### src/sv/heart_rate_alarm_reporter_core_macros.svh
// Assertion macros used by the heart-rate alarm reporter datapath.
`ifndef HEART_RATE_ALARM_REPORTER_CORE_MACROS_SVH
`define HEART_RATE_ALARM_REPORTER_CORE_MACROS_SVH
`ifndef SYNTHESIS
// Same-cycle implication checked at every rising clock edge outside reset.
`define HRAR_ASSERT_IMPLY(label, clk, rst, ante, cons) \
   label: assert property (@(posedge clk) disable iff (rst) (ante) |-> (cons)) \
      else $error("hrar: same-cycle check failed");
// Next-cycle implication checked at every rising clock edge outside reset.
`define HRAR_ASSERT_NEXT(label, clk, rst, ante, cons) \
   label: assert property (@(posedge clk) disable iff (rst) (ante) |=> (cons)) \
      else $error("hrar: next-cycle check failed");
`else
`define HRAR_ASSERT_IMPLY(label, clk, rst, ante, cons)
`define HRAR_ASSERT_NEXT(label, clk, rst, ante, cons)
`endif
`endif

### src/sv/hrar_pkg.sv
// Types, constants and codes shared by the heart-rate alarm reporter modules.
`default_nettype none
package hrar_pkg;

   // Ring depth and derived widths.
   localparam int NUM_SAMPLES = 20;
   localparam int BPM_W       = 8;
   localparam int TIME_W      = 32;
   localparam int INTERVAL_W  = 22;
   localparam int POS_W       = (NUM_SAMPLES > 1) ? $clog2(NUM_SAMPLES) : 1;
   localparam int CNT_W       = $clog2(NUM_SAMPLES + 1);
   localparam int SUM_W       = $clog2(NUM_SAMPLES * 255 + 1);
   localparam int DIVC_W      = (SUM_W > 1) ? $clog2(SUM_W) : 1;

   // Configuration port.
   localparam int CSR_IDX_W  = 3;
   localparam int CSR_DATA_W = INTERVAL_W;

   typedef enum logic [CSR_IDX_W-1:0] {
      CSR_NORMAL_INTERVAL   = 3'd0,
      CSR_CRITICAL_INTERVAL = 3'd1,
      CSR_STALE_TIMEOUT     = 3'd2,
      CSR_HIGH_LIMIT        = 3'd3,
      CSR_LOW_LIMIT         = 3'd4,
      CSR_CHANGE_STEP       = 3'd5
   } hrar_csr_index_type;

   // Register reset values.
   localparam logic [INTERVAL_W-1:0] NORMAL_INTERVAL_RST   = 22'd300000;
   localparam logic [INTERVAL_W-1:0] CRITICAL_INTERVAL_RST = 22'd30000;
   localparam logic [INTERVAL_W-1:0] STALE_TIMEOUT_RST     = 22'd10000;
   localparam logic [BPM_W-1:0]      HIGH_LIMIT_RST        = 8'd130;
   localparam logic [BPM_W-1:0]      LOW_LIMIT_RST         = 8'd45;
   localparam logic [BPM_W-1:0]      CHANGE_STEP_RST       = 8'd10;

   // Item kinds.
   localparam logic REQ_SAMPLE = 1'b0;
   localparam logic REQ_TICK   = 1'b1;

   typedef struct packed {
      logic              req_type;
      logic [BPM_W-1:0]  sample_bpm;
      logic [TIME_W-1:0] now_ms;
   } hrar_req_type;

   typedef struct packed {
      logic [BPM_W-1:0] mean_bpm;
      logic             critical_alert;
   } hrar_rsp_type;

   typedef struct packed {
      logic [INTERVAL_W-1:0] normal_interval_ms;
      logic [INTERVAL_W-1:0] critical_interval_ms;
      logic [INTERVAL_W-1:0] stale_timeout_ms;
      logic [BPM_W-1:0]      high_limit_bpm;
      logic [BPM_W-1:0]      low_limit_bpm;
      logic [BPM_W-1:0]      change_step_bpm;
   } hrar_cfg_type;

   // Controller to datapath commands.
   typedef struct packed {
      logic sample_write;
      logic tick_load;
      logic clear_buf;
      logic sum_clear;
      logic sum_read;
      logic div_init;
      logic div_step;
      logic commit;
   } hrar_cmd_type;

   // Datapath to controller status.
   typedef struct packed {
      logic count_zero;
      logic stale;
      logic sum_last;
      logic div_last;
      logic report;
      logic rsp_full;
   } hrar_status_type;

   typedef enum logic [2:0] {
      ST_IDLE,
      ST_CHECK,
      ST_SUM,
      ST_DRAIN,
      ST_DIV_INIT,
      ST_DIVIDE,
      ST_DECIDE
   } hrar_state_type;

endpackage
`default_nettype wire

### src/sv/heart_rate_alarm_reporter_core.sv
// A sample item is stored from the idle state; the next item is accepted in the following cycle.
// An evaluate tick that finds the buffer empty or stale returns to idle after the stale check.
// Otherwise it passes through the accepting idle state, a stale check, one ring read per stored
// sample, a drain and a divider load, 13 divide steps and a decision.
// A due report waits while an earlier report has not yet been taken from the output register.
// Synchronous active-high reset restores register defaults and empties the buffer, not the ring.
`default_nettype none
module heart_rate_alarm_reporter_core (
   input  wire logic                            clock,
   input  wire logic                            reset,
   input  wire logic                            req_valid,
   output logic                                 req_ready,
   input  hrar_pkg::hrar_req_type               req_payload,
   output logic                                 rsp_valid,
   input  wire logic                            rsp_ready,
   output hrar_pkg::hrar_rsp_type               rsp_payload,
   input  wire logic                            csr_valid,
   output logic                                 csr_ready,
   input  wire logic [hrar_pkg::CSR_IDX_W-1:0]  csr_index,
   input  wire logic [hrar_pkg::CSR_DATA_W-1:0] csr_wdata
);
   import hrar_pkg::*;

   hrar_cfg_type    cfg;
   hrar_cmd_type    cmd;
   hrar_status_type status;

   // Register writes are always taken.
   assign csr_ready = 1'b1;

   hrar_csr u_csr (
      .clock     (clock),
      .reset     (reset),
      .csr_valid (csr_valid),
      .csr_index (csr_index),
      .csr_wdata (csr_wdata),
      .cfg_o     (cfg)
   );

   hrar_ctrl u_ctrl (
      .clock     (clock),
      .reset     (reset),
      .req_valid (req_valid),
      .req_kind  (req_payload.req_type),
      .req_ready (req_ready),
      .status_i  (status),
      .cmd_o     (cmd)
   );

   hrar_dp u_dp (
      .clock     (clock),
      .reset     (reset),
      .req_i     (req_payload),
      .cfg_i     (cfg),
      .cmd_i     (cmd),
      .status_o  (status),
      .rsp_o     (rsp_payload),
      .rsp_valid (rsp_valid),
      .rsp_ready (rsp_ready)
   );

endmodule
`default_nettype wire

### src/sv/hrar_csr.sv
// Configuration registers of the heart-rate alarm reporter.
`default_nettype none
module hrar_csr (
   input  wire logic                           clock,
   input  wire logic                           reset,
   input  wire logic                           csr_valid,
   input  wire logic [hrar_pkg::CSR_IDX_W-1:0]  csr_index,
   input  wire logic [hrar_pkg::CSR_DATA_W-1:0] csr_wdata,
   output hrar_pkg::hrar_cfg_type              cfg_o
);
   import hrar_pkg::*;

   hrar_cfg_type cfg_ff;
   hrar_cfg_type cfg_in;

   // Decode the register index; unknown indexes are ignored.
   always_comb begin
      cfg_in = cfg_ff;
      if (csr_valid) begin
         case (csr_index)
            CSR_NORMAL_INTERVAL:   cfg_in.normal_interval_ms   = csr_wdata;
            CSR_CRITICAL_INTERVAL: cfg_in.critical_interval_ms = csr_wdata;
            CSR_STALE_TIMEOUT:     cfg_in.stale_timeout_ms     = csr_wdata;
            CSR_HIGH_LIMIT:        cfg_in.high_limit_bpm       = csr_wdata[BPM_W-1:0];
            CSR_LOW_LIMIT:         cfg_in.low_limit_bpm        = csr_wdata[BPM_W-1:0];
            CSR_CHANGE_STEP:       cfg_in.change_step_bpm      = csr_wdata[BPM_W-1:0];
            default:               cfg_in = cfg_ff;
         endcase
      end
   end

   always_ff @(posedge clock) begin
      if (reset) begin
         cfg_ff.normal_interval_ms   <= NORMAL_INTERVAL_RST;
         cfg_ff.critical_interval_ms <= CRITICAL_INTERVAL_RST;
         cfg_ff.stale_timeout_ms     <= STALE_TIMEOUT_RST;
         cfg_ff.high_limit_bpm       <= HIGH_LIMIT_RST;
         cfg_ff.low_limit_bpm        <= LOW_LIMIT_RST;
         cfg_ff.change_step_bpm      <= CHANGE_STEP_RST;
      end else begin
         cfg_ff <= cfg_in;
      end
   end

   assign cfg_o = cfg_ff;

endmodule
`default_nettype wire

### src/sv/hrar_ctrl.sv
// Controller state machine that sequences sample storage and tick evaluation.
`default_nettype none
module hrar_ctrl (
   input  wire logic                      clock,
   input  wire logic                      reset,
   input  wire logic                      req_valid,
   input  wire logic                      req_kind,
   output logic                           req_ready,
   input  hrar_pkg::hrar_status_type      status_i,
   output hrar_pkg::hrar_cmd_type         cmd_o
);
   import hrar_pkg::*;

   hrar_state_type state_ff;
   hrar_state_type state_in;

   always_ff @(posedge clock) begin
      if (reset) begin
         state_ff <= ST_IDLE;
      end else begin
         state_ff <= state_in;
      end
   end

   // Next state and commands.
   always_comb begin
      state_in  = state_ff;
      cmd_o     = '0;
      req_ready = 1'b0;
      case (state_ff)
         ST_IDLE: begin
            req_ready = 1'b1;
            if (req_valid) begin
               if (req_kind == REQ_SAMPLE) begin
                  cmd_o.sample_write = 1'b1;
               end else begin
                  cmd_o.tick_load = 1'b1;
                  state_in        = ST_CHECK;
               end
            end
         end
         ST_CHECK: begin
            // Empty buffer does nothing; stale data clears the buffer.
            if (status_i.count_zero) begin
               state_in = ST_IDLE;
            end else if (status_i.stale) begin
               cmd_o.clear_buf = 1'b1;
               state_in        = ST_IDLE;
            end else begin
               cmd_o.sum_clear = 1'b1;
               state_in        = ST_SUM;
            end
         end
         ST_SUM: begin
            cmd_o.sum_read = 1'b1;
            if (status_i.sum_last) begin
               state_in = ST_DRAIN;
            end
         end
         ST_DRAIN: begin
            state_in = ST_DIV_INIT;
         end
         ST_DIV_INIT: begin
            cmd_o.div_init = 1'b1;
            state_in       = ST_DIVIDE;
         end
         ST_DIVIDE: begin
            cmd_o.div_step = 1'b1;
            if (status_i.div_last) begin
               state_in = ST_DECIDE;
            end
         end
         ST_DECIDE: begin
            // Hold a due report while an earlier one still sits in the output register.
            if (!status_i.report) begin
               state_in = ST_IDLE;
            end else if (!status_i.rsp_full) begin
               cmd_o.commit = 1'b1;
               state_in     = ST_IDLE;
            end
         end
         default: begin
            state_in = ST_IDLE;
         end
      endcase
   end

endmodule
`default_nettype wire

### src/sv/hrar_dp.sv
// Datapath: sample ring, serial sum, restoring divider, report decision and output register.
`default_nettype none
`include "heart_rate_alarm_reporter_core_macros.svh"
module hrar_dp (
   input  wire logic                  clock,
   input  wire logic                  reset,
   input  hrar_pkg::hrar_req_type     req_i,
   input  hrar_pkg::hrar_cfg_type     cfg_i,
   input  hrar_pkg::hrar_cmd_type     cmd_i,
   output hrar_pkg::hrar_status_type  status_o,
   output hrar_pkg::hrar_rsp_type     rsp_o,
   output logic                       rsp_valid,
   input  wire logic                  rsp_ready
);
   import hrar_pkg::*;

   // Sample ring memory and its registered read port.
   logic [BPM_W-1:0]  ring_ff [NUM_SAMPLES];
   logic [BPM_W-1:0]  rd_data_ff;

   // Buffer control.
   logic [POS_W-1:0]  pos_ff, pos_in;
   logic [CNT_W-1:0]  count_ff, count_in;
   logic [TIME_W-1:0] last_sample_ff, last_sample_in;
   logic [TIME_W-1:0] now_ff, now_in;

   // Serial sum.
   logic [POS_W-1:0]  idx_ff, idx_in;
   logic              rd_pend_ff;
   logic [SUM_W-1:0]  sum_ff, sum_in;

   // Restoring divider.
   logic [CNT_W-1:0]  rem_ff, rem_in;
   logic [SUM_W-1:0]  quo_ff, quo_in;
   logic [DIVC_W-1:0] div_cnt_ff, div_cnt_in;
   logic [CNT_W:0]    div_trial;
   logic [CNT_W:0]    div_divisor;
   logic              div_bit;

   // Report history.
   logic [TIME_W-1:0] last_rpt_time_ff, last_rpt_time_in;
   logic [BPM_W-1:0]  last_rpt_mean_ff, last_rpt_mean_in;
   logic              last_rpt_crit_ff, last_rpt_crit_in;
   logic              never_ff, never_in;

   // Output register.
   hrar_rsp_type      rsp_ff, rsp_in;
   logic              rsp_valid_ff, rsp_valid_in;

   // Decision terms.
   logic [BPM_W-1:0]      mean;
   logic                  crit;
   logic [INTERVAL_W-1:0] interval;
   logic [TIME_W-1:0]     rpt_age;
   logic [TIME_W-1:0]     sample_age;
   logic [BPM_W-1:0]      diff;
   logic                  due;
   logic                  moved;
   logic                  flipped;

   // Ring write on a sample item, one read a cycle during the sum.
   always_ff @(posedge clock) begin
      if (cmd_i.sample_write) begin
         ring_ff[pos_ff] <= req_i.sample_bpm;
      end
      rd_data_ff <= ring_ff[idx_ff];
   end

   // Mean and report decision, valid once the divide has finished.
   always_comb begin
      mean       = quo_ff[BPM_W-1:0];
      crit       = (mean > cfg_i.high_limit_bpm) || (mean < cfg_i.low_limit_bpm);
      interval   = crit ? cfg_i.critical_interval_ms : cfg_i.normal_interval_ms;
      rpt_age    = now_ff - last_rpt_time_ff;
      sample_age = now_ff - last_sample_ff;
      due        = never_ff || (rpt_age > TIME_W'(interval));
      diff       = (mean > last_rpt_mean_ff) ? (mean - last_rpt_mean_ff)
                                             : (last_rpt_mean_ff - mean);
      moved      = (diff != '0) && (diff >= cfg_i.change_step_bpm);
      flipped    = crit != last_rpt_crit_ff;
   end

   // One quotient bit per step.
   always_comb begin
      div_divisor = {1'b0, count_ff};
      div_trial   = {rem_ff, quo_ff[SUM_W-1]};
      div_bit     = div_trial >= div_divisor;
   end

   // Status to the controller.
   always_comb begin
      status_o.count_zero = count_ff == '0;
      status_o.stale      = sample_age > TIME_W'(cfg_i.stale_timeout_ms);
      status_o.sum_last   = (CNT_W'(idx_ff) + CNT_W'(1)) == count_ff;
      status_o.div_last   = div_cnt_ff == DIVC_W'(SUM_W - 1);
      status_o.report     = due || moved || flipped;
      status_o.rsp_full   = rsp_valid_ff && !rsp_ready;
   end

   // Next values of all datapath registers.
   always_comb begin
      pos_in           = pos_ff;
      count_in         = count_ff;
      last_sample_in   = last_sample_ff;
      now_in           = now_ff;
      idx_in           = idx_ff;
      sum_in           = sum_ff;
      rem_in           = rem_ff;
      quo_in           = quo_ff;
      div_cnt_in       = div_cnt_ff;
      last_rpt_time_in = last_rpt_time_ff;
      last_rpt_mean_in = last_rpt_mean_ff;
      last_rpt_crit_in = last_rpt_crit_ff;
      never_in         = never_ff;
      rsp_in           = rsp_ff;
      rsp_valid_in     = rsp_valid_ff && !rsp_ready;

      // Store a sample: the position wraps, the count saturates.
      if (cmd_i.sample_write) begin
         pos_in         = (pos_ff == POS_W'(NUM_SAMPLES - 1)) ? '0 : pos_ff + POS_W'(1);
         count_in       = (count_ff == CNT_W'(NUM_SAMPLES)) ? count_ff
                                                            : count_ff + CNT_W'(1);
         last_sample_in = req_i.now_ms;
      end
      if (cmd_i.tick_load) begin
         now_in = req_i.now_ms;
      end
      if (cmd_i.clear_buf) begin
         pos_in   = '0;
         count_in = '0;
      end

      // Sum entries zero to count minus one; the read data lands in the cycle after the read.
      if (cmd_i.sum_clear) begin
         sum_in = '0;
         idx_in = '0;
      end
      if (cmd_i.sum_read && !status_o.sum_last) begin
         idx_in = idx_ff + POS_W'(1);
      end
      if (rd_pend_ff) begin
         sum_in = sum_ff + SUM_W'(rd_data_ff);
      end

      // Restoring division of the sum by the fill count.
      if (cmd_i.div_init) begin
         rem_in     = '0;
         quo_in     = sum_ff;
         div_cnt_in = '0;
      end
      if (cmd_i.div_step) begin
         rem_in     = div_bit ? CNT_W'(div_trial - div_divisor) : CNT_W'(div_trial);
         quo_in     = {quo_ff[SUM_W-2:0], div_bit};
         div_cnt_in = div_cnt_ff + DIVC_W'(1);
      end

      // Record the report and load the output register.
      if (cmd_i.commit) begin
         last_rpt_time_in      = now_ff;
         last_rpt_mean_in      = mean;
         last_rpt_crit_in      = crit;
         never_in              = 1'b0;
         rsp_in.mean_bpm       = mean;
         rsp_in.critical_alert = crit;
         rsp_valid_in          = 1'b1;
      end
   end

   // Control registers.
   always_ff @(posedge clock) begin
      if (reset) begin
         pos_ff           <= '0;
         count_ff         <= '0;
         last_sample_ff   <= '0;
         rd_pend_ff       <= 1'b0;
         last_rpt_time_ff <= '0;
         last_rpt_mean_ff <= '0;
         last_rpt_crit_ff <= 1'b0;
         never_ff         <= 1'b1;
         rsp_valid_ff     <= 1'b0;
      end else begin
         pos_ff           <= pos_in;
         count_ff         <= count_in;
         last_sample_ff   <= last_sample_in;
         rd_pend_ff       <= cmd_i.sum_read;
         last_rpt_time_ff <= last_rpt_time_in;
         last_rpt_mean_ff <= last_rpt_mean_in;
         last_rpt_crit_ff <= last_rpt_crit_in;
         never_ff         <= never_in;
         rsp_valid_ff     <= rsp_valid_in;
      end
   end

   // Payload registers.
   always_ff @(posedge clock) begin
      now_ff     <= now_in;
      idx_ff     <= idx_in;
      sum_ff     <= sum_in;
      rem_ff     <= rem_in;
      quo_ff     <= quo_in;
      div_cnt_ff <= div_cnt_in;
      rsp_ff     <= rsp_in;
   end

   assign rsp_o     = rsp_ff;
   assign rsp_valid = rsp_valid_ff;

   // The fill count never passes the ring depth.
   `HRAR_ASSERT_IMPLY(a_count_bound, clock, reset, 1'b1, count_ff <= CNT_W'(NUM_SAMPLES))
   // Reads during the sum stay inside the filled part of the ring.
   `HRAR_ASSERT_IMPLY(a_read_in_fill, clock, reset, cmd_i.sum_read, CNT_W'(idx_ff) < count_ff)
   // The divider only runs with a nonzero divisor.
   `HRAR_ASSERT_IMPLY(a_div_nonzero, clock, reset, cmd_i.div_step, count_ff != '0)
   // A new report never overwrites one that has not been taken.
   `HRAR_ASSERT_IMPLY(a_commit_free, clock, reset, cmd_i.commit, !rsp_valid_ff || rsp_ready)
   // A committed report is offered in the next cycle.
   `HRAR_ASSERT_NEXT(a_commit_shows, clock, reset, cmd_i.commit, rsp_valid_ff)

endmodule
`default_nettype wire

### config.mk
export PLATFORM = sky130hd
export DESIGN_NAME = heart_rate_alarm_reporter_core
export DESIGN_NICKNAME = d
export VERILOG_FILES = /design/src/sv/hrar_pkg.sv /design/src/sv/heart_rate_alarm_reporter_core.sv /design/src/sv/hrar_csr.sv /design/src/sv/hrar_ctrl.sv /design/src/sv/hrar_dp.sv
export VERILOG_INCLUDE_DIRS = /design/src /design/src/sv
export SDC_FILE = /design/constraint.sdc
export NUM_CORES = 1
export LEC_CHECK = 0
export BUFFER_PORTS_ARGS = -buffer_cell sky130_fd_sc_hd__clkbuf_2
export CORE_UTILIZATION = 60
export DETAILED_ROUTE_END_ITERATION = 8
export PLACE_DENSITY_LB_ADDON = 0.3
export SLEW_MARGIN = 20
export SYNTH_ARGS = -nofsm -noshare
export SYNTH_HDL_FRONTEND = slang
export SYNTH_SLANG_ARGS = --single-unit
### constraint.sdc
create_clock -name clock -period 11.7 [get_ports clock]
set_clock_uncertainty 0.15 [all_clocks]
set_input_delay 0.585 -clock clock [delete_from_list [all_inputs] [get_ports clock]]
set_output_delay 0.585 -clock clock [all_outputs]
set_load 0.005 [all_outputs]
==> metrics.txt <==
TritonCTS clock tree=built; status=complete, no violations; pin count of the biggest net entering global routing=94; CTS Hold Bufs=0; gr ovfl total=0; Initial Utilization=61.4%; Setup crit end kind=flop; Worst slew margin=approximately 36%; Syn Area/Cell=around 10 sq um; Cell variety after synth=92; Final Hold Fails=0; Max Cap Viol=0; RR Startpoint=u_dp.quo_ff[7]; first-pass GRT wire length=93800 um; Sequential cell area=11000 sq um; # rows=between 70 and 80; clock slew at reported path FFs=0.06 ns; fin crit share=47.5%; wire per inst=20.8 um; CP arrival=5.92 ns; Final setup viols=0; Final Max Slew Viols=0; Area Growth Syn to Fin=9.82%; clk_lat worst skew=0.61 ns; global-route total usage across every layer=30.8%; worst-case clock buffer depth=3; DP HPWL=41800 um; total CTS buffers=45; sequential area share after synthesis=between 40 and 50%; fin nets=2565; Slew @ Worst Pin=0.958 ns; RSZ-0062 raised after global routing=no; setup TNS=0 ns; CTS H-tree depth=2; cell leakage power=9.30 nW; post-detailed-route count of antenna-violating nets=0; Post-Syn Instances=2288; layout filler cell count=2895; layout cells sized above 1=11.6%; crit path from=u_dp.quo_ff[7]; Synth Register Bits=428; clock sinks=between 400 and 500; die height=~200 um; peak supply drop=0.194 mV; slowest stage delay, CP=0.59 ns; DRC Markers=0; min-delay src=req_payload[27]; Worst Path Required=12.07 ns; worst path bufs/invs=1; Post-Place Cells=between 2000 and 3000; # IOs=between 80 and 90; Die X=199 um; Port Buf Inserts=81; main flop type after synthesis=edfxtp_1; Starting DRT DRC Count=1456; fin crit period=about 5.6 ns; PostCTS Resize Cnt=0; via count=17684; vias in the first global route=17048; post-route insts no fill=roughly 2900; final wirelength=~60000 um; area of the multi-input gates=11100 sq um; DRT Pass-1 Iters=5; Hold Crit Class=input pin to flop; pwr dens=143 nW/um^2; Final GP Congestion=0.957; maximum fanout along the worst path=50; EDFF count, synth=241; initial antenna violation count=2; core area=37800 sq um; Crit path max-delay family=compound AO/OA/AOI/OAI gates; DR vias/cell=about 6.2; commonest non-fill, non-tap cells in the layout=nand2_1 (350), a21oi_1 (259), edfxtp_1 (241); Post-Syn Nets=2531; commonest non-fill, non-tap cell in the layout=nand2_1; Syn Std Cell Area=23200 sq um; CP Cell Sequence=ha_1 > nand4_1 > nor3_1 > nor2_1 > a211oi_4 > buf_4 > mux2i_1 > ha_1 > nand4_1 > nor2_1 > a211oi_1 > a311oi_1 > a2111oi_0 > o211ai_1 > nor4_4 > o2111a_4 > nor2_4 > a211oi_2; Die Area=~39000 sq um; Synth async-reset ratio=0%; Synth Warn #=0; WS Path Type=flop to flop; clock root buffer=clkbuf_16; Crit-path slowest cell=o2111a_4; Setup Fix Bufs, Post-CTS=0; Startpoint Class=flop; fmax=0.180 GHz
-- power breakdown --
group / total [mW] / internal (mW) / switching [mW]
clock: 1.54 / 0.909 / 0.633
combinational: 0.455 / 0.176 / 0.280
sequential: 1.65 / 1.62 / 0.0283
-- cells by family (layout without fill, tap and decap cells) --
family                   Yosys count  count (layout)  synth area share [%]
AND/OR/NAND/NOR                  713             713                  14.6
buffers and inverters            270             341                  4.73
multiplexers                      94              94                  6.72
XOR/XNOR                          83              83                  3.13
AO/OA/AOI/OAI                    527             527                  14.0
flip-flops                       428             428                  47.3
other                              1               3                0.0161
adder cells (fa/ha/maj)          172             172                  9.46
-- cell type report --
cell class	instances	area share, %
Multi-Input combinational cell	1590	43.7
Sequential cell	428	43.1
Clock buffer	61	4.85
Tap cell	511	2.51
Inverter	162	2.38
Timing Repair Buffer	95	2.03
Clock inverter	23	1.45
Antenna cell	2	0.0196
-- through the flow --
stage / hold WS, ns / utilization (%) / power [mW] / instance area [sq um] / setup WS (ns)
2_1_floorplan: 0.282 / - / 1.99 / 23200 / 6.92
3_3_place_gp: 0.291 / 63.1 / 2.11 / 23900 / 6.37
3_5_place_dp: 0.296 / 63.1 / 2.12 / 23900 / 6.16
4_1_cts: 0.00424 / 67.4 / 3.66 / 25500 / 6.14
5_1_grt: 0.0000420 / 67.4 / 3.77 / 25500 / 5.79
6_report: 0.0267 / 67.4 / 3.65 / 25500 / 6.15
-- routing by layer --
metal	track usage, %	vias up	wire, um
li1	-	8302	-
met1	42.9	8587	25800
met5	0	-	0
met4	7.35	0	1040
met2	50.0	712	28200
met3	5.31	83	4470
-- final timing paths --
kind / to / slack (ns) / depth (start not counted)
hold reg to reg: u_dp.last_sample_ff[14] / 0.30 / 2
setup / recovery: u_dp.last_rpt_crit_ff / 6.15 / 18
hold / removal: u_dp.now_ff[27] / 0.03 / 1
setup reg to reg: u_dp.last_rpt_crit_ff / 6.15 / 18
-- sequential cells by signal, indices dropped and copies added (netlist names) --
register               count
u_dp.ring_ff             160
u_csr.cfg_o               90
u_dp.last_rpt_time_ff     32
u_dp.last_sample_ff       32
u_dp.now_ff               32
u_dp.quo_ff               13
u_dp.sum_ff               13
u_dp.rsp_o                 9
u_dp.last_rpt_mean_ff      8
u_dp.rd_data_ff            8
u_dp.count_ff              5
u_dp.idx_ff                5
u_dp.pos_ff                5
u_dp.rem_ff                5
u_dp.div_cnt_ff            4
u_ctrl.state_ff            3
u_dp.last_rpt_crit_ff      1
u_dp.never_ff              1
u_dp.rd_pend_ff            1
u_dp.rsp_valid             1
-- synth_stat cells (8+ instances only) --
cell type	instances	share of area, %
and3_1	9	0.24
nor3_1	23	0.50
nand4_1	67	1.8
ha_1	166	8.9
o21a_1	8	0.26
o21ai_0	99	2.1
xor2_1	36	1.4
mux4_2	48	4.7
o211ai_1	9	0.29
mux2i_1	30	1.3
dfxtp_1	187	16
inv_1	162	2.6
nor3b_1	8	0.26
nor2_1	110	1.8
edfxtp_1	241	31
clkbuf_1	79	1.3
xnor2_1	47	1.8
or3_1	13	0.35
a31oi_1	9	0.24
o21bai_1	8	0.26
mux2_2	16	0.78
buf_1	9	0.15
nor2b_1	15	0.40
a211o_1	9	0.34
and2_1	12	0.32
nand3b_1	28	0.91
a211oi_1	11	0.36
a21oi_1	259	5.6
nand2_1	350	5.7
buf_2	9	0.19
a21o_1	37	1.2
nand3_1	27	0.58
nand2b_1	17	0.46
(Power assumes the default switching activity.)
